[config.mk]
export PLATFORM = sky130hd
export DESIGN_NAME = modular_exponentiation_64_top_flat
export DESIGN_NICKNAME = d
export VERILOG_FILES = /design/src/hdl/mexp_pkg.sv /design/src/hdl/mexp_ifs.sv /design/src/hdl/modular_exponentiation_64_top.sv /design/src/hdl/mexp_datapath.sv /design/src/hdl/mexp_ctrl.sv /design/src/flat_wrapper.sv
export SDC_FILE = /design/constraint.sdc
export NUM_CORES = 2
export LEC_CHECK = 0
export ABC_AREA = 0
export BUFFER_PORTS_ARGS = -buffer_cell sky130_fd_sc_hd__buf_2
export CORE_MARGIN = 2
export CORE_UTILIZATION = 30
export DETAILED_ROUTE_END_ITERATION = 16
export SLEW_MARGIN = 20
export SYNTH_ARGS = -nofsm -noshare
export SYNTH_HDL_FRONTEND = slang
export SYNTH_HIERARCHICAL = 1
export SYNTH_SLANG_ARGS = --single-unit
[constraint.sdc]
create_clock -name i_clk -period 9.3 [get_ports i_clk]
set_input_delay 0.93 -clock i_clk [delete_from_list [all_inputs] [get_ports i_clk]]
set_output_delay 0.93 -clock i_clk [all_outputs]
set_load 0.01 [all_outputs]
[src/hdl/mexp_pkg.sv]
// shared constants and control types for the modular exponentiation block
// no dependencies; imported by the interfaces and every module

package mexp_pkg;

    // width of the request and response payload fields
    localparam int DATA_BITS     = 64;
    // default operand width used inside the datapath
    localparam int WORD_BITS_DEF = 64;

    // commands from the controller to the datapath
    typedef struct packed {
        logic load;        // capture a new request
        logic red_step;    // one step of the base reduction
        logic red_last;    // last reduction step, base takes the remainder
        logic mm_ld_mul;   // start a product result * base
        logic mm_ld_sqr;   // start a product base * base
        logic mm_step;     // one shift-add step of the modular product
        logic mm_wr_r;     // write finished product into the result register
        logic mm_wr_b;     // write finished square into base, shift exponent
        logic out_load;    // move the result into the output register
    } t_cmd;

    // status from the datapath to the controller
    typedef struct packed {
        logic m_zero;      // modulus is zero
        logic e_zero;      // no exponent bits left
        logic e_lsb;       // current exponent bit
    } t_status;

endpackage

[src/hdl/mexp_ifs.sv]
// valid/ready channel interfaces for requests and responses
// depends on mexp_pkg

interface mexp_req_if;
    import mexp_pkg::*;

    logic                 valid;
    logic                 ready;
    logic [DATA_BITS-1:0] base;
    logic [DATA_BITS-1:0] exponent;
    logic [DATA_BITS-1:0] modulus;

    modport source (output valid, output base, output exponent, output modulus, input ready);
    modport sink   (input valid, input base, input exponent, input modulus, output ready);
endinterface

interface mexp_rsp_if;
    import mexp_pkg::*;

    logic                 valid;
    logic                 ready;
    logic [DATA_BITS-1:0] result;
    logic                 bad_modulus;

    modport source (output valid, output result, output bad_modulus, input ready);
    modport sink   (input valid, input result, input bad_modulus, output ready);
endinterface

[src/hdl/modular_exponentiation_64_top.sv]
// Modular exponentiation, base ** exponent mod modulus, on WORD_BITS-bit operands
// (low WORD_BITS bits of each 64-bit request field; default 64). One request gives
// one response. A request is taken only while the block is idle; the response sits
// in an output register, so the next request is accepted while it waits. Steps after
// acceptance: check the modulus, reduce the base below the modulus (one quotient bit
// a cycle), then for every exponent bit up to the highest set one: test the bit and
// square, and when the bit is set, multiply first and load the squaring after it;
// finally the test that finds no bits left and the hand-off. The time taken is set by
// the bit-serial modular adder/doubler in the datapath, which does one multiplier bit
// per cycle. A modulus of zero goes straight to the hand-off, with result 0 and
// bad_modulus set; modulus one always gives 0. Exponent zero gives 1 mod modulus.
// depends on mexp_pkg, mexp_ifs, mexp_ctrl and mexp_datapath

module modular_exponentiation_64_top #(
    parameter int WORD_BITS = mexp_pkg::WORD_BITS_DEF
) (
    input  logic        i_clk,
    input  logic        i_rst_n,
    mexp_req_if.sink    i_req,
    mexp_rsp_if.source  o_rsp
);
    import mexp_pkg::*;

    t_cmd                 cmd;
    t_status              st;
    logic [WORD_BITS-1:0] result;
    logic                 req_ready;
    logic                 rsp_valid;
    logic                 bad_modulus;

    // controller: sequences reduction, bit scan and the two product kinds
    mexp_ctrl #(
        .WORD_BITS (WORD_BITS)
    ) u_ctrl (
        .i_clk       (i_clk),
        .i_rst_n     (i_rst_n),
        .i_req_valid (i_req.valid),
        .o_req_ready (req_ready),
        .i_rsp_ready (o_rsp.ready),
        .o_rsp_valid (rsp_valid),
        .i_st        (st),
        .o_cmd       (cmd)
    );

    // datapath: operand registers and the shift-add modular arithmetic
    mexp_datapath #(
        .WORD_BITS (WORD_BITS)
    ) u_dp (
        .i_clk         (i_clk),
        .i_cmd         (cmd),
        .i_base        (i_req.base),
        .i_exponent    (i_req.exponent),
        .i_modulus     (i_req.modulus),
        .o_st          (st),
        .o_result      (result),
        .o_bad_modulus (bad_modulus)
    );

    assign i_req.ready       = req_ready;
    assign o_rsp.valid       = rsp_valid;
    // operands narrower than the port are zero-extended
    assign o_rsp.result      = DATA_BITS'(result);
    assign o_rsp.bad_modulus = bad_modulus;

    // a zero modulus must always come back as a zero result
    a_bad_zero : assert property (@(posedge i_clk) disable iff (!i_rst_n)
        (o_rsp.valid && o_rsp.bad_modulus) |-> (o_rsp.result == '0))
        else $error("bad modulus response with nonzero result");

    // reduction and product steps never share a cycle
    a_one_unit : assert property (@(posedge i_clk) disable iff (!i_rst_n)
        !(cmd.red_step && cmd.mm_step))
        else $error("reduction and product step issued together");

    // loading the output register always presents a response next cycle
    a_out_load : assert property (@(posedge i_clk) disable iff (!i_rst_n)
        cmd.out_load |=> o_rsp.valid)
        else $error("response not valid after output load");

    // a new request is never captured while a computation is in flight
    a_load_idle : assert property (@(posedge i_clk) disable iff (!i_rst_n)
        (cmd.mm_step || cmd.red_step) |-> !i_req.ready)
        else $error("request port open during computation");

endmodule

[src/hdl/mexp_datapath.sv]
// operand registers, bit-serial modular adder/doubler, reduction step, output register
// depends on mexp_pkg; driven by mexp_ctrl through t_cmd

module mexp_datapath #(
    parameter int WORD_BITS = mexp_pkg::WORD_BITS_DEF
) (
    input  logic                              i_clk,
    input  mexp_pkg::t_cmd                    i_cmd,
    input  logic [mexp_pkg::DATA_BITS-1:0]    i_base,
    input  logic [mexp_pkg::DATA_BITS-1:0]    i_exponent,
    input  logic [mexp_pkg::DATA_BITS-1:0]    i_modulus,
    output mexp_pkg::t_status                 o_st,
    output logic [WORD_BITS-1:0]              o_result,
    output logic                              o_bad_modulus
);
    import mexp_pkg::*;

    logic [WORD_BITS-1:0] r_m;
    logic [WORD_BITS-1:0] r_e;
    logic [WORD_BITS-1:0] r_b;
    logic [WORD_BITS-1:0] r_x;
    logic [WORD_BITS-1:0] r_y;
    logic [WORD_BITS-1:0] r_acc;
    logic [WORD_BITS-1:0] r_r;
    logic [WORD_BITS-1:0] r_res;
    logic                 r_bad;

    logic [WORD_BITS:0]   red_t;
    logic [WORD_BITS:0]   red_d;
    logic [WORD_BITS-1:0] red_next;
    logic [WORD_BITS-1:0] room;
    logic [WORD_BITS-1:0] acc_add;
    logic [WORD_BITS-1:0] acc_next;
    logic [WORD_BITS-1:0] x_next;

    // restoring remainder step: shift in next base bit, subtract modulus if it fits
    always_comb begin
        red_t    = {r_acc, r_b[WORD_BITS-1]};
        red_d    = red_t - {1'b0, r_m};
        red_next = (red_t >= {1'b0, r_m}) ? red_d[WORD_BITS-1:0] : red_t[WORD_BITS-1:0];
    end

    // (acc + x) mod m and (2x) mod m without overflow, operands below m
    always_comb begin
        room     = r_m - r_x;
        acc_add  = (r_acc >= room) ? (r_acc - room) : (r_acc + r_x);
        acc_next = r_y[0] ? acc_add : r_acc;
        x_next   = (r_x >= room) ? (r_x - room) : (r_x + r_x);
    end

    always_ff @(posedge i_clk) begin
        if (i_cmd.load) begin
            r_m   <= i_modulus[WORD_BITS-1:0];
            r_e   <= i_exponent[WORD_BITS-1:0];
            r_b   <= i_base[WORD_BITS-1:0];
            r_acc <= '0;
            // 1 mod m: zero for modulus one, and for modulus zero the forced result
            r_r   <= WORD_BITS'(i_modulus[WORD_BITS-1:0] > WORD_BITS'(1));
        end else if (i_cmd.red_step) begin
            r_acc <= red_next;
            if (i_cmd.red_last) begin
                r_b <= red_next;
            end else begin
                r_b <= r_b << 1;
            end
        end else if (i_cmd.mm_ld_mul) begin
            r_acc <= '0;
            r_x   <= r_r;
            r_y   <= r_b;
        end else if (i_cmd.mm_ld_sqr) begin
            r_acc <= '0;
            r_x   <= r_b;
            r_y   <= r_b;
        end else if (i_cmd.mm_step) begin
            r_acc <= acc_next;
            r_x   <= x_next;
            r_y   <= r_y >> 1;
            if (i_cmd.mm_wr_r) begin
                r_r <= acc_next;
            end
            if (i_cmd.mm_wr_b) begin
                r_b <= acc_next;
                r_e <= r_e >> 1;
            end
        end
        if (i_cmd.out_load) begin
            r_res <= r_r;
            r_bad <= (r_m == '0);
        end
    end

    assign o_st.m_zero   = (r_m == '0);
    assign o_st.e_zero   = (r_e == '0);
    assign o_st.e_lsb    = r_e[0];
    assign o_result      = r_res;
    assign o_bad_modulus = r_bad;

endmodule

[src/hdl/mexp_ctrl.sv]
// sequencing state machine: reduction, square-and-multiply scan, response handoff
// depends on mexp_pkg; drives mexp_datapath through t_cmd

module mexp_ctrl #(
    parameter int WORD_BITS = mexp_pkg::WORD_BITS_DEF
) (
    input  logic              i_clk,
    input  logic              i_rst_n,
    input  logic              i_req_valid,
    output logic              o_req_ready,
    input  logic              i_rsp_ready,
    output logic              o_rsp_valid,
    input  mexp_pkg::t_status i_st,
    output mexp_pkg::t_cmd    o_cmd
);
    import mexp_pkg::*;

    localparam int CW = $clog2(WORD_BITS);

    localparam logic [2:0] S_IDLE = 3'd0;
    localparam logic [2:0] S_CHK  = 3'd1;
    localparam logic [2:0] S_RED  = 3'd2;
    localparam logic [2:0] S_BIT  = 3'd3;
    localparam logic [2:0] S_MUL  = 3'd4;
    localparam logic [2:0] S_SQLD = 3'd5;
    localparam logic [2:0] S_SQR  = 3'd6;
    localparam logic [2:0] S_FIN  = 3'd7;

    logic [2:0]    r_state;
    logic [2:0]    n_state;
    logic [CW-1:0] r_cnt;
    logic [CW-1:0] n_cnt;
    logic          r_out_valid;
    logic          n_out_valid;
    logic          cnt_last;

    assign cnt_last = (r_cnt == CW'(WORD_BITS - 1));

    always_comb begin
        n_state     = r_state;
        n_cnt       = r_cnt;
        n_out_valid = r_out_valid && !i_rsp_ready;
        o_cmd       = '0;
        case (r_state)
            S_IDLE: begin
                if (i_req_valid) begin
                    o_cmd.load = 1'b1;
                    n_state    = S_CHK;
                end
            end
            S_CHK: begin
                n_cnt   = '0;
                n_state = i_st.m_zero ? S_FIN : S_RED;
            end
            S_RED: begin
                o_cmd.red_step = 1'b1;
                n_cnt          = r_cnt + 1'b1;
                if (cnt_last) begin
                    o_cmd.red_last = 1'b1;
                    n_state        = S_BIT;
                end
            end
            S_BIT: begin
                n_cnt = '0;
                if (i_st.e_zero) begin
                    n_state = S_FIN;
                end else if (i_st.e_lsb) begin
                    o_cmd.mm_ld_mul = 1'b1;
                    n_state         = S_MUL;
                end else begin
                    o_cmd.mm_ld_sqr = 1'b1;
                    n_state         = S_SQR;
                end
            end
            S_MUL: begin
                o_cmd.mm_step = 1'b1;
                n_cnt         = r_cnt + 1'b1;
                if (cnt_last) begin
                    o_cmd.mm_wr_r = 1'b1;
                    n_state       = S_SQLD;
                end
            end
            S_SQLD: begin
                o_cmd.mm_ld_sqr = 1'b1;
                n_cnt           = '0;
                n_state         = S_SQR;
            end
            S_SQR: begin
                o_cmd.mm_step = 1'b1;
                n_cnt         = r_cnt + 1'b1;
                if (cnt_last) begin
                    o_cmd.mm_wr_b = 1'b1;
                    n_state       = S_BIT;
                end
            end
            S_FIN: begin
                if (!r_out_valid || i_rsp_ready) begin
                    o_cmd.out_load = 1'b1;
                    n_out_valid    = 1'b1;
                    n_state        = S_IDLE;
                end
            end
            default: begin
                n_state = S_IDLE;
            end
        endcase
    end

    always_ff @(posedge i_clk) begin
        if (!i_rst_n) begin
            r_state     <= S_IDLE;
            r_cnt       <= '0;
            r_out_valid <= 1'b0;
        end else begin
            r_state     <= n_state;
            r_cnt       <= n_cnt;
            r_out_valid <= n_out_valid;
        end
    end

    assign o_req_ready = (r_state == S_IDLE);
    assign o_rsp_valid = r_out_valid;

endmodule

[src/flat_wrapper.sv]
// flat-port wrapper written by rule: the top's interface ports become plain ports
module modular_exponentiation_64_top_flat import mexp_pkg::*;
#(
    parameter int WORD_BITS = mexp_pkg::WORD_BITS_DEF
)
  (i_clk, i_rst_n, i_req_valid, i_req_base, i_req_exponent, i_req_modulus, i_req_ready, o_rsp_valid, o_rsp_result, o_rsp_bad_modulus, o_rsp_ready);
  mexp_req_if i_req_i ();
  mexp_rsp_if o_rsp_i ();
  input  logic i_clk;
  input  logic i_rst_n;
  input wire logic [$bits(i_req_i.valid)-1:0] i_req_valid;
  input wire logic [$bits(i_req_i.base)-1:0] i_req_base;
  input wire logic [$bits(i_req_i.exponent)-1:0] i_req_exponent;
  input wire logic [$bits(i_req_i.modulus)-1:0] i_req_modulus;
  output wire logic [$bits(i_req_i.ready)-1:0] i_req_ready;
  output wire logic [$bits(o_rsp_i.valid)-1:0] o_rsp_valid;
  output wire logic [$bits(o_rsp_i.result)-1:0] o_rsp_result;
  output wire logic [$bits(o_rsp_i.bad_modulus)-1:0] o_rsp_bad_modulus;
  input wire logic [$bits(o_rsp_i.ready)-1:0] o_rsp_ready;
  assign i_req_i.valid = i_req_valid;
  assign i_req_i.base = i_req_base;
  assign i_req_i.exponent = i_req_exponent;
  assign i_req_i.modulus = i_req_modulus;
  assign i_req_ready = i_req_i.ready;
  assign o_rsp_valid = o_rsp_i.valid;
  assign o_rsp_result = o_rsp_i.result;
  assign o_rsp_bad_modulus = o_rsp_i.bad_modulus;
  assign o_rsp_i.ready = o_rsp_ready;
  modular_exponentiation_64_top #(.WORD_BITS(WORD_BITS)) u_core (.i_clk(i_clk), .i_rst_n(i_rst_n), .i_req(i_req_i), .o_rsp(o_rsp_i));
endmodule
* Word-level counts from Yosys, hierarchy flattened
Cells that the tools add are included.
Word-level totals: memories kept 0, RAM bits 0, latch bits 0, output and inout bits 67, input bits 196, register bits 523, memory bits (read-only) 0, word-level logic and storage cells 128
Cells by class: divide/modulo/power cells 0, order comparisons 4, bitwise operators 4, equal/unequal tests 17, reductions and logical operators 25, multipliers 0, shifts and indexed selects 0, $add $sub $neg 7, multiplexer cells 58
Operators by type and width (count):
- 2-to-1 mux 64 bit | 27
- subtractor 64 bit | 4
- adder 64 bit | 2
- greater-or-equal comparator 64 bit | 2
- logical NOT 64 bit | 2
- greater-or-equal comparator 65 x 64 -> 1 bit | 1
- greater-than comparator 64 x 1 -> 1 bit (second input constant) | 1
- case mux 3 bit (7 select lines) | 1
- 2-to-1 mux 1 bit | 19
- 2-to-1 mux 3 bit | 6
- AND reduction 5 bit | 3
- == test 3 bit (second input constant) | 4
- case mux 6 bit (2 select lines) | 1
- nonzero test 3 bit | 3
- != test 2 x 1 -> 1 bit (second input constant) | 4
- AND reduction 4 bit | 2
- nonzero test 2 bit | 4
- adder 6 x 1 -> 6 bit (second input constant) | 1
- == test 3 x 2 -> 1 bit (second input constant) | 2
- == test 6 bit (second input constant) | 1
- 2-to-1 mux 2 bit | 3
- != test 2 bit (second input constant) | 3
- != test 3 x 1 -> 1 bit (second input constant) | 2
- OR reduction 3 bit | 2
- 10 further kinds | 15

* Depth between registers and ports, before layout
word-level depth 10, depth in mapped cells 35, gate-level depth less buffers 34

* Hierarchy
The synthesis kept the hierarchy.
By module, submodules not included:
- mexp_datapath | cells an instance 4737, area each 41202.0 sq um, instances 1
- mexp_ctrl | cells an instance 81, area each 673.1 sq um, instances 1

* Worst setup path after synthesis
OpenSTA, ideal clock, no wires.
kind in2reg, start point in i_req_valid, end point reg u_core.u_dp.r_x[0], enable pin, stages on the path 5, arrival time 8.631 ns, library setup time 0.658 ns, path slack 0.011 ns, cells stage by stage and2_1 > clkinv_1 > nand2_1 > clkbuf_1 > a21oi_1
Between the ends: word-level cells in the longest chain between the ends 4
Ends and longest elaborated chain:
- from (decl) | RTL line flat_wrapper.sv:11 | input wire logic [$bits(i_req_i.valid)-1:0] i_req_valid;
- 2-to-1 mux 1 bit | RTL line mexp_ctrl.sv:46 | if (i_req_valid) begin
- 2-to-1 mux 1 bit | RTL line mexp_ctrl.sv:44 | case (r_state)
- NOT 1 bit (no source line)
- AND reduction 3 bit (no source line)
- to (signal assigned) | RTL line mexp_datapath.sv:68 | r_x <= r_r;
- to (signal assigned) | RTL line mexp_datapath.sv:72 | r_x <= r_b;
- to (signal assigned) | RTL line mexp_datapath.sv:76 | r_x <= x_next;
- to (decl) | RTL line mexp_datapath.sv:21 | logic [WORD_BITS-1:0] r_x;
Every way passes these cells. A chain may end at the register's enable or synchronous reset.

* Worst setup path in the final report
start point reg u_core.u_dp.r_m[0], end point reg u_core.u_dp.r_b[62], data pin
Between the ends: word-level cells in the longest chain between the ends 10, elaborated cells on any way between the ends 15
Ends and longest elaborated chain:
- from (decl) | RTL line mexp_datapath.sv:18 | logic [WORD_BITS-1:0] r_m;
- from (signal assigned) | RTL line mexp_datapath.sv:53 | r_m <= i_modulus[WORD_BITS-1:0];
- subtractor 64 bit | RTL line mexp_datapath.sv:45 | room = r_m - r_x;
- subtractor 64 bit or greater-or-equal comparator 64 bit (tied branches) | RTL line mexp_datapath.sv:46 | acc_add = (r_acc >= room) ? (r_acc - room) : (r_acc + r_x);
- 2-to-1 mux 64 bit | RTL line mexp_datapath.sv:46
- 2-to-1 mux 64 bit | RTL line mexp_datapath.sv:47 | acc_next = r_y[0] ? acc_add : r_acc;
- 2-to-1 mux 64 bit | RTL line mexp_datapath.sv:81 | if (i_cmd.mm_wr_b) begin
- 2-to-1 mux 64 bit | RTL line mexp_datapath.sv:74 | end else if (i_cmd.mm_step) begin
- 2-to-1 mux 64 bit | RTL line mexp_datapath.sv:70 | end else if (i_cmd.mm_ld_sqr) begin
- 2-to-1 mux 64 bit | RTL line mexp_datapath.sv:66 | end else if (i_cmd.mm_ld_mul) begin
- 2-to-1 mux 64 bit * | RTL line mexp_datapath.sv:59 | end else if (i_cmd.red_step) begin
- 2-to-1 mux 64 bit * | RTL line mexp_datapath.sv:52 | if (i_cmd.load) begin
- to (signal assigned) | RTL line mexp_datapath.sv:55 | r_b <= i_base[WORD_BITS-1:0];
- to (signal assigned) | RTL line mexp_datapath.sv:62 | r_b <= red_next;
- to (signal assigned) | RTL line mexp_datapath.sv:64 | r_b <= r_b << 1;
- to (decl) | RTL line mexp_datapath.sv:20 | logic [WORD_BITS-1:0] r_b;
Mark *: on every way between the ends. The rest lies on a longest branch, timed or not. The select of a mux whose other input is x is not followed.

==> impl_metrics.json <==
{
  "synth_edf_count": 386,
  "design_area_um2": 47400,
  "synthesis.nets": 5334,
  "status": "complete, no violations",
  "hold_start": "i_req_modulus[46]",
  "fmax_ghz": 0.116,
  "dpl.hpwl_um": 137000,
  "antenna_found_initial": 14,
  "rrSetupSlack_ns": 0.66,
  "crit_required_ns": 9.74,
  "critPathArrivalTime_ns": 9.07,
  "seq_area_frac_synth_pct": 34.2,
  "rsz0062_at_grt": "false",
  "period_share_pct": 92.9,
  "clkTransAtPathRegs_ns": 0.07,
  "track_usage_pct": 24.1,
  "numCtsBuffers": 59,
  "combinationalPowerShare_pct": 63.1,
  "area_growth_pct": 13.3,
  "holdBufCountCts": 0,
  "wire_per_inst_um": 25.8,
  "switching_share_pct": 49.7,
  "placed_area_um2": 45300,
  "vias_per_cell": 5.72,
  "holdWs_ns": 0.435,
  "rows": 137,
  "ys.flop_type": "edfxtp_1",
  "die-area_um2": 143000,
  "sequentialPowerShare_pct": 22.7,
  "synth_top_cells_by_area": "edfxtp_1, ha_1, dfxtp_1, a21oi_1, nand2_1",
  "firstDrtPassIters": 7,
  "yosysTopAreaCellShare_pct": 27.7,
  "fin_tns_setup_ns": 0,
  "cpPeakStageDelay_ns": 0.56,
  "yosys.area.top_type": "edfxtp_1",
  "start_util_pct": 30.1,
  "critPathMaxFanout": 33,
  "utilization_pct": 34.1,
  "gp_congestion": 1.00,
  "grt_max_degree": 75,
  "seq_area_um2": 14300,
  "port_buffers": 262,
  "maxCapViolCount": 0,
  "cp-end-kind": "register",
  "finalPower_mw": 18.0,
  "intPower_mw": 9.04,
  "crit_path_start_kind": "register",
  "p_per_area_nw_per_um2": 379,
  "hold_viol_final": 0,
  "hold_path_class": "primary input to register",
  "slew_violations": 0,
  "drtAntennaViolNets": 0,
  "synth_cell_type_count": 102,
  "p_switching_mw": 8.94,
  "min_path_cells": 1,
  "drc": 0,
  "fin_crit_ns": 8.64,
  "clockPowerShare_pct": 14.2,
  "synthArstFlopShare_pct": 0,
  "slowest_stage": "a21oi_1",
  "fin_worst_skew_ns": 0.0332,
  "grt_pass1_vias": 37200,
  "crit_top_cell": "a21oi_1",
  "avgSynthCellArea_um2": 8.69,
  "rr_startpoint": "u_core/u_dp/r_m[0]$_DFFE_PP_",
  "nets": 5488,
  "fillers": 14500,
  "drtIter0Drc": 3786,
  "tightest_slew_ns": 1.08,
  "clock-sinks": 523,
  "wl_um": 178000,
  "criticalPathCategory": "register to register",
  "drive_gt1_share_pct": 12.1,
  "final_cell_mix": "nand2_1, a21oi_1, edfxtp_1",
  "vias": 39500,
  "setup_violations": 0,
  "p_leak_nw": 19.3,
  "post-cts-setup-buffer-count": 0,
  "multi_input_area_um2": 25900,
  "ir_worst_vdd_uv": 192,
  "ys_seq_elements": 523,
  "min_to": "u_core/u_dp/r_m[46]$_DFFE_PP_",
  "final_common_cell": "nand2_1",
  "grt_remaining_overflow": 0,
  "cts-resized-gates": 0,
  "pin_count": 263,
  "die_h_um": 378,
  "insertion_delay_ns": 0.70,
  "grt_pass1_wl_um": 256000,
  "synth_area_um2": 41900,
  "cts-root-buf": "clkbuf_16",
  "clockBufferDepth": 3,
  "ys_warn_count": 6,
  "max_slew_margin_pct": 27.6,
  "cts_tree": "built",
  "r2r_end": "u_core/u_dp/r_b[62]$_DFFE_PP_",
  "ctsHtreeMaxLevel": 2,
  "fp.dieW_um": 378,
  "syn_inst": 4818,
  "core_um2": 139000,
  "ff2ff_path_depth": 32
}
==> cell families (layout without fill, tap and decap cells) <==
family	count (synthesis)	after routing	share of synthesized area, %
other	0	2	0
multiplexers	179	179	4.51
AND/OR/NAND/NOR	1423	1423	15.8
adder cells (fa/ha/maj)	324	324	9.75
XOR/XNOR	281	281	5.91
flip-flops	523	523	34.2
AO/OA/AOI/OAI	1616	1616	25.4
buffers and inverters	472	677	4.38
==> worst max path at each step <==
stage | slack [ns] | start | cells past startpoint | end
after global routing | 0.13 | u_core/u_dp/r_m[0]$_DFFE_PP_ | 32 | u_core/u_dp/r_b[62]$_DFFE_PP_
after floorplan | 0.01 | i_req_valid | 5 | u_core/u_dp/r_x[0]$_DFFE_PP_
after detailed placement | 0.85 | u_core/u_dp/r_m[0]$_DFFE_PP_ | 32 | u_core/u_dp/r_b[62]$_DFFE_PP_
after CTS | 0.83 | u_core/u_dp/r_m[0]$_DFFE_PP_ | 32 | u_core/u_dp/r_b[62]$_DFFE_PP_
final | 0.66 | u_core/u_dp/r_m[0]$_DFFE_PP_ | 32 | u_core/u_dp/r_b[62]$_DFFE_PP_
after global placement | 0.99 | u_core/u_dp/r_m[0]$_DFFE_PP_ | 32 | u_core/u_dp/r_b[62]$_DFFE_PP_
==> state kept, by name, indices dropped and copies added, names as in the netlist <==
register and flops:
u_core/u_ctrl/o_rsp_valid 1, u_core/u_ctrl/r_cnt 6, u_core/u_ctrl/r_state 3, u_core/u_dp/o_bad_modulus 1, u_core/u_dp/o_result 64, u_core/u_dp/r_acc 64
u_core/u_dp/r_b 64, u_core/u_dp/r_e 64, u_core/u_dp/r_m 64, u_core/u_dp/r_r 64, u_core/u_dp/r_x 64, u_core/u_dp/r_y 64
==> area by class of cell <==
class | count | share of cell area (%)
Tap cell | 1876 | 4.95
Clock buffer | 64 | 3.17
Sequential cell | 523 | 30.2
Inverter | 224 | 1.78
Multi-Input combinational cell | 3823 | 54.5
Timing Repair Buffer | 341 | 4.19
Antenna cell | 2 | 0.0105
Clock inverter | 48 | 1.18
==> cells in the mapped netlist, types with 77 or more instances <==
cell,instances
nor2_1,353
a211oi_1,90
nand2_1,547
inv_1,221
clkbuf_1,207
a21oi_1,448
xor2_1,124
nand3_1,87
mux2_2,77
edfxtp_1,386
dfxtp_1,137
xnor2_1,156
mux2i_1,102
o21ai_0,294
a21o_1,208
ha_1,315
==> critical path: cells and delay by family (launching register included) <==
family,cells,cell delay [ns]
xor+xnor,1,0.25
compound gates,18,4.95
buf+inv,3,0.57
mux,1,0.28
flops,1,0.46
fa+ha+maj,3,0.95
simple gates,6,0.88
==> power by group through the flow <==
stage / registers, mW / clock network [mW] / logic [mW]
after floorplan: 3.83 / 0 / 7.85
after global placement: 4.11 / 0 / 11.0
final: 4.09 / 2.55 / 11.3
after global routing: 4.13 / 2.69 / 12.2
after CTS: 4.07 / 2.60 / 11.1
after detailed placement: 4.11 / 0 / 11.0
==> per-stage QoR <==
stage	cells	setup slack (ns)
floorplan	4818	0.0113
global placement	6786	0.994
detailed placement	6786	0.849
CTS	6898	0.835
global route	6901	0.132
finish	6901	0.665
==> routing by layer <==
layer	GRT usage (%)	share of wire [%]	vias up
li1	-	-	18200
met1	33.5	45	19300
met2	37.8	44	1662
met3	3.71	7.4	279
met4	8.38	3.8	18
met5	0	0.065	-
No activity file was read; power rests on OpenSTA's default activity.
